**src/rtl/aprc_pkg.sv**
```systemverilog
// ----------------------------------------------------------------------------
// Aging peer route cache package
// Shared widths, command codes, the queued request type and the back-end
// state type.
// ----------------------------------------------------------------------------
package aprc_pkg;

   localparam int ENTRIES       = 16;
   localparam int IDX_W         = (ENTRIES > 1) ? $clog2(ENTRIES) : 1;

   localparam int QUEUE_DEPTH   = 2;
   localparam int QPTR_W        = (QUEUE_DEPTH > 1) ? $clog2(QUEUE_DEPTH) : 1;
   localparam int QCNT_W        = $clog2(QUEUE_DEPTH + 1);

   localparam int CMD_W         = 2;
   localparam int PEER_W        = 48;
   localparam int IPV4_W        = 32;
   localparam int TIME_W        = 64;
   localparam int AGE_W         = 32;

   localparam int REQ_DATA_W    = PEER_W + IPV4_W + TIME_W;
   localparam int RSP_FIELDS_W  = 2 + IPV4_W;
   localparam int RSP_DATA_W    = ((RSP_FIELDS_W + 7) / 8) * 8;

   localparam logic [AGE_W-1:0] MAX_AGE_RESET = AGE_W'(30000);

   typedef enum logic [CMD_W-1:0] {
      CMD_LOOKUP  = 2'd0,
      CMD_OBSERVE = 2'd1,
      CMD_ADVANCE = 2'd2,
      CMD_NOP     = 2'd3
   } cmd_type;

   typedef struct packed {
      logic              lookup;
      logic              timed;
      logic              learn;
      logic [PEER_W-1:0] peer_id;
      logic [IPV4_W-1:0] route_ipv4;
      logic [TIME_W-1:0] now_ms;
   } work_type;

   typedef enum logic {
      BK_EVAL,
      BK_COMMIT
   } back_state_type;

endpackage

```
**src/rtl/aprc_queue.sv**
```systemverilog
// ----------------------------------------------------------------------------
// Aging peer route cache request queue
// A short register FIFO between the front end and the back end.
// ----------------------------------------------------------------------------
module aprc_queue
   import aprc_pkg::*;
(
   input  logic     clock,
   input  logic     reset,
   input  logic     push_valid,
   output logic     push_ready,
   input  work_type push_data,
   output logic     pop_valid,
   input  logic     pop_ready,
   output work_type pop_data
);

   work_type            slot_ff [QUEUE_DEPTH];
   logic [QCNT_W-1:0]   count_ff, count_in;
   logic [QPTR_W-1:0]   wr_ptr_ff, wr_ptr_in;
   logic [QPTR_W-1:0]   rd_ptr_ff, rd_ptr_in;
   logic                push_fire;
   logic                pop_fire;

   assign push_ready = (count_ff != QCNT_W'(QUEUE_DEPTH));
   assign pop_valid  = (count_ff != '0);
   assign pop_data   = slot_ff[rd_ptr_ff];
   assign push_fire  = push_valid && push_ready;
   assign pop_fire   = pop_valid && pop_ready;

   always_comb begin
      wr_ptr_in = wr_ptr_ff;
      rd_ptr_in = rd_ptr_ff;
      count_in  = count_ff;
      if (push_fire) begin
         wr_ptr_in = (wr_ptr_ff == QPTR_W'(QUEUE_DEPTH - 1)) ? '0 : wr_ptr_ff + 1'b1;
      end
      if (pop_fire) begin
         rd_ptr_in = (rd_ptr_ff == QPTR_W'(QUEUE_DEPTH - 1)) ? '0 : rd_ptr_ff + 1'b1;
      end
      if (push_fire && !pop_fire) begin
         count_in = count_ff + 1'b1;
      end else if (pop_fire && !push_fire) begin
         count_in = count_ff - 1'b1;
      end
   end

   always_ff @(posedge clock) begin
      if (reset) begin
         count_ff  <= '0;
         wr_ptr_ff <= '0;
         rd_ptr_ff <= '0;
      end else begin
         count_ff  <= count_in;
         wr_ptr_ff <= wr_ptr_in;
         rd_ptr_ff <= rd_ptr_in;
      end
   end

   always_ff @(posedge clock) begin
      if (push_fire) begin
         slot_ff[wr_ptr_ff] <= push_data;
      end
   end

endmodule

```
**config.mk**
```make
export PLATFORM = sky130hd
export DESIGN_NAME = aprc_queue
export DESIGN_NICKNAME = d
export VERILOG_FILES = /design/src/rtl/aprc_pkg.sv /design/src/rtl/aprc_queue.sv
export SDC_FILE = /design/constraint.sdc
export NUM_CORES = 1
export LEC_CHECK = 0
export ABC_AREA = 1
export BUFFER_PORTS_ARGS = -buffer_cell sky130_fd_sc_hd__clkbuf_2
export CORE_AREA = 2 2 148 150
export DETAILED_ROUTE_END_ITERATION = 8
export DIE_AREA = 0 0 150 152
export GPL_TIMING_DRIVEN = 0
export PLACE_DENSITY = 0.76
export SLEW_MARGIN = 40
export SYNTH_ARGS = -nofsm -noshare
export SYNTH_HDL_FRONTEND = slang
export SYNTH_SLANG_ARGS = --single-unit
```
**constraint.sdc**
```tcl
create_clock -name clock -period 9.6 [get_ports clock]
set_clock_uncertainty 0.1 [all_clocks]
set_input_delay 0.48 -clock clock [delete_from_list [all_inputs] [get_ports clock]]
set_output_delay 0.48 -clock clock [all_outputs]
set_load 0.01 [all_outputs]
```
Word-level counts from Yosys, hierarchy flattened
Memory sizes are Yosys's and may differ from the RTL's. A register that Yosys moved wholly into a read port is not among the register bits.
Cells that the tools add are included.
Widths: inputs -> output; s select.
{ "classes": {"add_sub_neg": 4, "mul": 0, "div": 0, "magnitude_cmp": 0, "n_eq_ne": 1, "shift": 0, "mux": 8, "bitwise_logic": 0, "n_reduce_logical": 8} }
{ "ops": {"columns": ["op", "n"], "rows": [
  ["$mux 1", 6],
  ["$logic_and 1x1->1", 4],
  ["$mux 2", 2],
  ["$reduce_bool 2->1", 2],
  ["$add 1x1->1 const B", 2],
  ["$add 2x1->2 const B", 1],
  ["$logic_not 1->1", 2],
  ["$ne 2x2->1 const B", 1],
  ["$sub 2x1->2 const B", 1]
]} }
{ "totals": {"register_bits": 4, "latch_bits": 0, "ram_bits": 294, "romBits": 0, "in_bits": 151, "out_inout_bits": 149, "elab_cells": 25, "memories": 1} }
{ "memory_table": {"columns": ["name", "words", "word_bits", "rd", "rd_ports_with_merged_regs", "wr", "line", "rtl"], "rows": [
  ["slot_ff", 2, 147, 1, 1, 1, "aprc_queue.sv:18", "work_type slot_ff [QUEUE_DEPTH];"]
]} }

Longest topological paths before layout
Gate-level depths: netlist of run 1.
{ "logic_depth": {"depth_word": 6, "ltp_mapped": 11, "depth_no_buf": 11} }

Least setup slack after synthesis of run 1
OpenSTA, ideal clock, no wires.
{ "synth_path": {"path_kind": "register to register", "from": "register count_ff[0]", "to": "memory slot_ff[0][0] (netlist name) (enable)", "setup_ps": 655, "t_arrival_ps": 6714, "required_ps": 8845, "setup_slack_ps": 2131, "stages_incl_launch_ff": 5, "path_buffers": 0, "period_less_slack_ps": 7469, "cell_sequence": "dfxtp_1 > inv_1 > nand2_1 > nand2_1 > nor2_1"} }
{ "synth_via": {"elab_chain_len": 4} }
{ "synth_lines": {"columns": ["item", "line", "rtl"], "rows": [
  ["start: declaration", "aprc_queue.sv:19", "logic [QCNT_W-1:0] count_ff, count_in;"],
  ["start signal: assignment", "aprc_queue.sv:54", "count_ff <= count_in;"],
  ["$ne 2x2->1", "aprc_queue.sv:25", "assign push_ready = (count_ff != QCNT_W'(QUEUE_DEPTH));"],
  ["named net push_ready", "aprc_queue.sv:11", "output logic push_ready,"],
  ["$logic_and 1x1->1", "aprc_queue.sv:28", "assign push_fire = push_valid && push_ready;"],
  ["$mux 1", "aprc_queue.sv:61", "if (push_fire) begin"],
  ["$mux 1 (not written as such)", "aprc_queue.sv:62", "slot_ff[wr_ptr_ff] <= push_data;"],
  ["end: declaration", "aprc_queue.sv:18", null]
]} }
The timed path passes the listed nets, and every way through them passes these cells.

==> flow_summary.ini, run 1 <==
[status]
outcome = finished clean

[yosys]
synth_fp_nets = 646
ys_warn_count = 0
yosysUniqueCellTypes = 13
synth.avg_cell_area_um2 = 22.1
synth_area_mm2 = 0.0109
ys_seq_elements = 299
seq_area_frac_synth_pct = 81.9
syn-instance-count = 494

[layout]
utilization_pct = 66.0
antenna_cells = 0
nets = 995
drive_above_1_share_pct = 60.3
final_cell_area_mm2 = 0.0141
syn2layout_area_growth_pct = 29.3

[global_route]
grtUsageMet1_pct = 21.3
grt_max_degree = 21
grt_pass1_wl_mm = 31.3
use_met3_pct = 5.11
use_met2_pct = 30.9
grtUsageTotal_pct = 17.8
busiest_layer = met2
antenna_found_initial = 1
grt_pass1_vias = 5837
grt.overflow.total = 0

[sta]
worstMarginPinSlew_ns = 0.481
fin_crit_sh_pct = 25.2
rsz0062_at_grt = no
max_freq_mhz = 413
drv_slew = 0
setup_viol = 0
layout_setup_ws_ns = 7.18
maxSlewHeadroom_pct = 67.9
whs_ns = 0.0332
tns_ns = 0
hold_viol = 0
fin_crit_ns = 2.42

[detailed_routing]
wire_per_inst_um = 18.1
detail-route-antenna-nets = 0
routed_via_density = 4.93
finalWirelength_mm = 20.7
drt_first_pass_iters = 6
dr_total_vias = 5645
drcViolationCount = 0
drt_iter0_drc = 218

[critical_path]
worstPathRequired_ns = 9.02
crit_type = flop to output pin
end_kind = output pin
rr_worst_depth = 8
cp.arrival_ns = 1.84
critPathMaxFanout = 10
startpoint_type = flop

[floorplan]
fp.coreArea_mm2 = 0.0214
io_pins = 300
die_x_um = 150
die_area_mm2 = 0.0228
rows = 54
start_util_pct = 51.0
die_h_um = 152

[clocking]
tritoncts = yes
htree_num_levels = 1
cts.clk_slew.worst_paths_ns = 0.06
clockBufferDepth = 3
cts-buffers-inserted = 30
cts_sinks = 299
cts_resized = 0
cts_setup_buffers = 0
clkLatencyLatePin_ns = 0.53
cts_hold_buf = 0
cts_root_buffer = clkbuf_16

[run]
cap_violations = 0

[place]
place.gp.congestion = 0.748
hpwl_mm = 14.8
place_area_mm2 = 0.0132
post-place-ws_ns = 7.24
numPortBuffers = 299

[power]
p_leak_uw = 0.00538
p_per_area_mw_per_mm2 = 260
vdd_drop_max_mv = 0.164

[min_path]
whs_path_depth = 1
holdCritPathClass = input pin to flop
-- worst max-delay path: stages, from the launching register on --
cell	delay, ns
dfxtp_1	0.38
buf_6	0.24
buf_6	0.19
mux2_2	0.35
clkbuf_2	0.14
-- synth_stat cells, drive strengths merged --
cell type	count	area (µm²)
edfxtp	294	8830
mux2	147	1660
buf	16	174
nand2	9	33.8
inv	8	30.0
nor2	7	26.3
dfxtp	5	100
a21oi	2	10.0
nand3	2	10.0
o21ai	2	10.0
ha	1	12.5
nand4	1	6.26
-- power breakdown --
group          internal [µW]  switching (µW)
combinational            426             464
sequential              1650            36.7
clock                    637             448
total                   2710             948
-- path summary, 6_finish.rpt --
| path | start | slack (ns) | endpoint |
|---|---|---|---|
| worst max-delay path | flop | 7.18 | pop_data[78] |
| worst min-delay path | push_data[35] | 0.03 | slot_ff[1][35] |
| worst max register to register | count_ff[0] | 7.30 | slot_ff[1][123] |
| worst min register to register | rd_ptr_ff | 0.41 | rd_ptr_ff |
-- logic make-up after synthesis --
group	after synthesis	synth area share [%]
buf+inv	24	1.87
simple gates	19	0.700
fa+ha+maj	1	0.115
flops	299	81.9
mux	147	15.2
compound gates	4	0.184
-- metrics by stage --
step / instances / power (µW)
after floorplan: 494 / 2250
after global placement: 1073 / 2590
after detailed placement: 1091 / 2610
after CTS: 1144 / 3700
after global routing: 1144 / 3820
final: 1144 / 3660
-- state kept, by name, indices dropped and copies added, names as in the netlist, named ones only --
register   flops
count_ff       2
rd_ptr_ff      1
slot_ff      294
wr_ptr_ff      1
-- per-layer routing --
| layer | vias to the layer above | routed length (µm) |
|---|---|---|
| met2 | 214 | 10500 |
| met5 | - | 12 |
| met1 | 2719 | 7870 |
| met4 | 2 | 581 |
| li1 | 2663 | - |
| met3 | 47 | 1780 |
-- cell usage in the layout (no fill, tap or decap) --
cell type	n
clkbuf_2	299
edfxtp_1	294
mux2_2	147
clkbuf_16	31
buf_6	15
buf_16	11
nand2_1	9
inv_1	8
clkinv_1	8
buf_8	7
clkbuf_1	6
nor2_1	5
dfxtp_1	5
clkinv_2	4
nor2_4	2
o21ai_0	2
a21oi_1	2
nand3_1	2
clkinvlp_4	2
bufinv_16	2
buf_2	1
nand4_1	1
ha_1	1
-- layout make-up --
cell class	instances	area (µm²)
Buffer	16	174
Clock buffer	37	798
Clock inverter	16	125
Fill cell	1495	7260
Inverter	8	30.0
Multi-Input combinational cell	171	1780
Sequential cell	299	8930
Tap cell	280	350
Timing Repair Buffer	317	1900
No activity file was read; power rests on OpenSTA's default activity.
==> inputs of run 2 (changes only) <==
==> constraint.sdc (replaced) <==
create_clock -name clock -period 2.5 [get_ports clock]
set_clock_uncertainty 0.1 [all_clocks]
set_input_delay 0.125 -clock clock [delete_from_list [all_inputs] [get_ports clock]]
set_output_delay 0.125 -clock clock [all_outputs]
set_load 0.01 [all_outputs]
==> run 2 against run 1 <==
Sequential share of layout area decreased by 6.3 points. Utilization is 7.3 points higher. Highest routed layer is now met4. Non-clock buffer count rose by 153. Via count grew 14%. Sequential power rose to 3.9 times the previous value. Hold slack better by 0.19 ns. Die area unchanged. Final area grew 11%. Flip-flop and latch count unchanged. Setup slack got worse by 6.8 ns. First-iteration DRC count increased by 23%. Critical path type is now flop to flop. Clock power increased to 3.8 times the previous value.
==> flow_summary.ini, run 2 (synthesis results as in run 1) <==
[critical_path]
r2r_slack_ns = 0.40
end_kind = flop
critPathMaxFanout = 16
worstPathRequired_ns = 2.63
startpoint_type = flop
r2r_end = slot_ff[1][84]
rr_worst_depth = 10
reg2reg_from = count_ff[0]
crit_type = flop to flop
cp.arrival_ns = 2.23

[layout]
nets = 1147
final_common_cell = clkbuf_2
nFillCells = 1255
drive_above_1_share_pct = 52.1
top_regs = slot_ff (294), count_ff (2)
fin_cells = 1293
final_cell_mix = clkbuf_2, edfxtp_1, dlygate4sd3_1
utilization_pct = 73.2
top_register = slot_ff
largest_reg_flops = 294
antenna_cells = 0
syn2layout_area_growth_pct = 43.5

[clocking]
htree_num_levels = 1
cts-buffers-inserted = 29
cts.clk_slew.worst_paths_ns = 0.06
tritoncts = yes
cts_root_buffer = clkbuf_16
cts_resized = 0
clockBufferDepth = 3
cts_sinks = 299
clkLatencyLatePin_ns = 0.53

[min_path]
hold_start = push_data[105]
hold_end = slot_ff[1][105]
holdCritPathClass = input pin to flop
whs_path_depth = 2

[detailed_routing]
finalWirelength_mm = 24.7
drt_iter0_drc = 268
detail-route-antenna-nets = 0
drcViolationCount = 0
wire_per_inst_um = 19.1
drt_first_pass_iters = 6
dr_total_vias = 6409
routed_via_density = 4.96

[power]
p_leak_uw = 0.00604
p_per_area_mw_per_mm2 = 916
switching_share_pct = 26.3
netSwitchingPower_uw = 3760
p_clk_share_pct = 28.6
p_int_uw = 10600
seqPwrFrac_pct = 45.3
comb_power_share_pct = 26.1
vdd_drop_max_mv = 0.652

[floorplan]
fp.coreArea_mm2 = 0.0214
die_area_mm2 = 0.0228
die_h_um = 152
die_x_um = 150
io_pins = 300
start_util_pct = 51.0
rows = 54

[sta]
drv_slew = 0
setup_viol = 0
fin_crit_sh_pct = 83.9
max_freq_mhz = 477
hold_viol = 0
rsz0062_at_grt = no
worstMarginPinSlew_ns = 0.338
maxSlewHeadroom_pct = 77.4
fin_crit_ns = 2.10

[global_route]
grt_max_degree = 21
antenna_found_initial = 0
grt.overflow.total = 0
grt_pass1_wl_mm = 37.0
grtUsageTotal_pct = 21.0
grt_pass1_vias = 7140

[status]
outcome = finished clean

[place]
numPortBuffers = 299
hpwl_mm = 15.8
dp.cells = 1093
place.gp.congestion = 0.762

[run]
cap_violations = 0
## run 2: changes by cell type in the layout (fill, tap and decap cells not counted), moves of 2 or more
cell,before,now
nand2_4,0,2
clkinv_1,8,6
dlygate4sd3_1,0,150
clkinvlp_4,2,0
clkinv_2,4,6
clkbuf_1,6,4
nand2_1,9,7
clkbuf_16,31,29
buf_16,11,13
## run 2: how the worst max path moves through the flow
| stage | start | end | cells after the start |
|---|---|---|---|
| final | count_ff[0] | slot_ff[1][84] | 10 |
| after CTS | count_ff[0] | slot_ff[1][84] | 10 |
| after detailed placement | count_ff[0] | slot_ff[1][84] | 10 |
| after global routing | count_ff[0] | slot_ff[1][84] | 10 |
| after floorplan | count_ff[0] | slot_ff[0][0] | 4 |
| after global placement | count_ff[0] | slot_ff[0][81] | 4 |
## run 2: cell type report
type	count	area, µm²	area share (%)
buffer	16	174	1.11
timing repair buffer	470	3470	22.2
tap	280	350	2.24
sequential	299	8930	57.1
multi-input combinational	171	1790	11.5
clock buffer	33	741	4.74
clock inverter	16	151	0.968
inverter	8	30.0	0.192
## run 2: critical path, cell delays in order (launching register included)
cell     delay [ns]
dfxtp_2        0.33
inv_2          0.06
nand2_4        0.08
nand2_4        0.07
nor2_4         0.16
buf_16         0.17
buf_16         0.16
buf_16         0.16
buf_8          0.17
buf_16         0.16
buf_8          0.16
## run 2: power by group through the flow
| stage | Sequential (µW) | Combinational, µW | Clock (µW) |
|---|---|---|---|
| 6_report | 6490 | 3730 | 4100 |
| 2_1_floorplan | 6590 | 1950 | 0 |
| 5_1_grt | 6540 | 3990 | 4380 |
| 3_3_place_gp | 6640 | 3110 | 0 |
| 4_1_cts | 6490 | 3740 | 4190 |
| 3_5_place_dp | 6590 | 3520 | 0 |
## run 2: per-stage QoR
stage	area (µm²)	hold WS (ns)	setup slack (ns)	total power, µW	TNS (ns)
after floorplan	10900	0.124	-0.728	8540	-211.42
after global placement	12800	0.213	-1.89	9750	-551.18
after detailed placement	13200	0.217	0.0865	10100	0
after CTS	15600	0.193	0.0724	14400	0
after global routing	15600	0.217	0.293	14900	0
final	15600	0.221	0.401	14300	0
## run 2: timing repair
item,in CTS,in global routing
hold buffers,150,0
setup endpoints to repair,0,12
setup buffers,0,1
hold endpoints to repair,313,0
## run 2: metal layers
layer	global-route usage [%]	up-vias	share of wire, %
li1	-	2960	-
met1	22.3	3125	36
met2	39.7	268	53
met3	5.56	56	8.1
met4	6.92	0	2.9
met5	0	-	0
==> inputs of run 3 (changes only) <==
--- a/config.mk
+++ b/config.mk
@@ -5,13 +5,13 @@
 export SDC_FILE = /design/constraint.sdc
 export NUM_CORES = 1
 export LEC_CHECK = 0
-export ABC_AREA = 1
+export ABC_AREA = 0
 export BUFFER_PORTS_ARGS = -buffer_cell sky130_fd_sc_hd__clkbuf_2
-export CORE_AREA = 2 2 148 150
+export CORE_AREA = 2 2 156 158
 export DETAILED_ROUTE_END_ITERATION = 8
-export DIE_AREA = 0 0 150 152
+export DIE_AREA = 0 0 158 160
 export GPL_TIMING_DRIVEN = 0
-export PLACE_DENSITY = 0.76
+export PLACE_DENSITY = 0.72
 export SLEW_MARGIN = 40
 export SYNTH_ARGS = -nofsm -noshare
 export SYNTH_HDL_FRONTEND = slang
==> constraint.sdc (replaced) <==
create_clock -name clock -period 1.78 [get_ports clock]
set_clock_uncertainty 0.1 [all_clocks]
set_input_delay 0.089 -clock clock [delete_from_list [all_inputs] [get_ports clock]]
set_output_delay 0.089 -clock clock [all_outputs]
set_load 0.01 [all_outputs]
==> run 3 against run 2 <==
The run now ends with setup timing left. Area after synthesis down 0.22%. First-iteration DRC count up 8.6%. Critical path type is now flop to output pin. Non-clock buffer count up 3. Register-to-register slack worse by 0.37 ns. Final area up 0.56%.
==> flow_summary.ini, run 3 <==
[layout]
final_common_cell = clkbuf_2
drive_above_1_share_pct = 53.4
nets = 1138
nFillCells = 1653
multiInputGateArea_mm2 = 0.00179
syn2layout_area_growth_pct = 44.6
top_register = slot_ff
largest_reg_flops = 294
top_regs = slot_ff (294), count_ff (2)
final_cell_area_mm2 = 0.0157
seq_area_mm2 = 0.00893
final_cell_mix = clkbuf_2, edfxtp_1, dlygate4sd3_1
fin_cells = 1333

[yosys]
ys_async_sr_fraction_pct = 0
synth_area_mm2 = 0.0109
yosys-top-cells-area = edfxtp_1, mux2_2, buf_6
ys.flop_type = edfxtp_1
synth_edf_count = 294
synth_fp_nets = 633
syn-instance-count = 481
seq_area_frac_synth_pct = 82.1
ys_warn_count = 0
yosysTopAreaCellShare_pct = 81.2
ys_seq_elements = 299
yosysUniqueCellTypes = 19
synth.most_common_cell = edfxtp_1
synth.avg_cell_area_um2 = 22.6
yosysTopAreaCell = edfxtp_1
synthTopCellsByCount = edfxtp_1, mux2_2, buf_6

[global_route]
grtUsageMet1_pct = 18.8
use_met2_pct = 32.9
grtUsageTotal_pct = 17.9
grt.overflow.total = 0
antenna_found_initial = 1
busiest_layer = met2
grt_pass1_wl_mm = 35.5
use_met3_pct = 5.59
grt_pass1_vias = 7180
grt_max_degree = 38

[detailed_routing]
routed_via_density = 4.69
drt_iter0_drc = 291
wire_per_inst_um = 17.5
drt_first_pass_iters = 7
drcViolationCount = 0
dr_total_vias = 6246
finalWirelength_mm = 23.3
detail-route-antenna-nets = 0

[run]
cap_violations = 0

[floorplan]
fp.coreArea_mm2 = 0.0238
start_util_pct = 45.6
die_h_um = 160
rows = 57
die_area_mm2 = 0.0253
die_x_um = 158
io_pins = 300

[place]
dp.cells = 1116
place_area_mm2 = 0.0131
place.gp.congestion = 0.726
numPortBuffers = 299
hpwl_mm = 14.3

[min_path]
holdCritPathClass = input pin to flop

[critical_path]
crit_buf_inv = 3
worst-path-stages = 4
critical_path.endpoint = pop_data[41]
slowest_stage = dfxtp_4
crit_type = flop to output pin
critPathMaxFanout = 10
startpoint_type = flop
worst_path_largest_cell_delay_ns = 0.37
crit_family = buffers and inverters
end_kind = output pin
r2r_end = slot_ff[0][128]
worstPathRequired_ns = 1.59
cp.arrival_ns = 1.75
reg2reg_from = count_ff[0]
rr_worst_depth = 6
r2r_slack_ns = 0.03
worstPathCellList = buf_12 > buf_6 > mux2_2 > clkbuf_2

[sta]
worstMarginPinSlew_ns = 0.283
rsz0062_at_grt = yes
drv_slew = 0
fin_crit_ns = 1.94
fin_crit_sh_pct = 109
hold_viol = 0
layout_setup_ws_ns = -0.162
max_freq_mhz = 515
maxSlewHeadroom_pct = 80.9
setup_viol = 146

[clocking]
clockBufferDepth = 3
clkLatencyLatePin_ns = 0.54
tritoncts = yes
cts_sinks = 299
htree_num_levels = 1
cts-buffers-inserted = 30
cts.clk_slew.worst_paths_ns = 0.06
cts_root_buffer = clkbuf_16

[power]
p_leak_uw = 0.00604
p_per_area_mw_per_mm2 = 1330
vdd_drop_max_mv = 0.945

[status]
outcome = finished, violations left
violations = setup timing
[run 3: cell types whose count changed in the layout (fill, tap and decap cells not counted), moves of 3 or more]
| cell | before | now |
|---|---|---|
| inv_1 | 7 | 0 |
| buf_12 | 0 | 7 |
| buf_16 | 13 | 6 |
| xor2_1 | 0 | 3 |
| buf_6 | 15 | 8 |
| buf_4 | 1 | 11 |
| nand2_1 | 7 | 0 |
[run 3: per-layer routing]
metal / vias to the layer above / share of wire (%)
li1: 2941 / -
met4: 2 / 3.3
met2: 246 / 52
met5: - / 0.29
met3: 65 / 8.8
met1: 2992 / 35
[run 3: area by class of cell]
| cell class | count | share of cell area, % |
|---|---|---|
| diodes | 1 | 0.0159 |
| plain buffers | 16 | 1.48 |
| clock buffers | 35 | 5.03 |
| clock inverters | 19 | 1.24 |
| inverters | 1 | 0.0477 |
| multi-input cells | 165 | 11.4 |
| flip-flops and latches | 299 | 56.8 |
| well taps | 324 | 2.58 |
| repair buffers | 473 | 21.4 |
[run 3: worst min-delay path by stage]
stage              startpoint         endpoint  slack [ns]  cells after the start
2_1_floorplan           reset      count_ff[0]        0.05                      1
3_3_place_gp     push_data[7]    slot_ff[0][7]        0.18                      1
3_5_place_dp   push_data[137]  slot_ff[1][137]        0.18                      1
4_1_cts          push_data[5]    slot_ff[0][5]        0.15                      2
5_1_grt         push_data[37]   slot_ff[0][37]        0.16                      2
6_report        push_data[84]   slot_ff[1][84]        0.17                      2
[run 3: metrics by stage]
step | worst slack [ns] | utilization [%] | total power, µW | hold slack, ns | TNS (ns)
after floorplan | -1.53 | - | 12100 | 0.0540 | -387.14
after global placement | -2.88 | 53.7 | 14000 | 0.177 | -729.15
after detailed placement | -0.273 | 54.9 | 14200 | 0.181 | -26.79
after CTS | -0.189 | 65.9 | 20900 | 0.147 | -22.26
after global routing | -0.225 | 66.0 | 21700 | 0.157 | -27.48
final | -0.162 | 66.0 | 20900 | 0.170 | -16.41
[run 3: power breakdown]
part | internal [µW] | switching, µW
Clock | 3730 | 2500
Sequential | 8790 | 219
Combinational | 2870 | 2750
Total | 15400 | 5470
[run 3: cell families after synthesis]
group	count (synthesis)	share of synthesized area (%)
DFF	299	82.1
adders and majority gates	1	0.115
muxes	147	15.2
xor gates and xnor gates	3	0.242
and+or+nand+nor	9	0.461
buffers and inverters	17	1.56
AOI/OAI and AO/OA	5	0.276
[run 3: worst reg2reg max path: cells and delay by family (launching register included)]
family                 cells  cell delay (ns)
buffers and inverters      4             0.74
flip-flops                 1             0.34
AND/OR/NAND/NOR            2             0.33
[run 3: repair_timing]
action,CTS,global route
endpoints found under the hold margin,300,0
gates resized for setup,16,9
endpoints found under the setup margin,323,224
hold buffers,151,0
buffers inserted,10,3
gates cloned,0,0
pin swaps,1,1
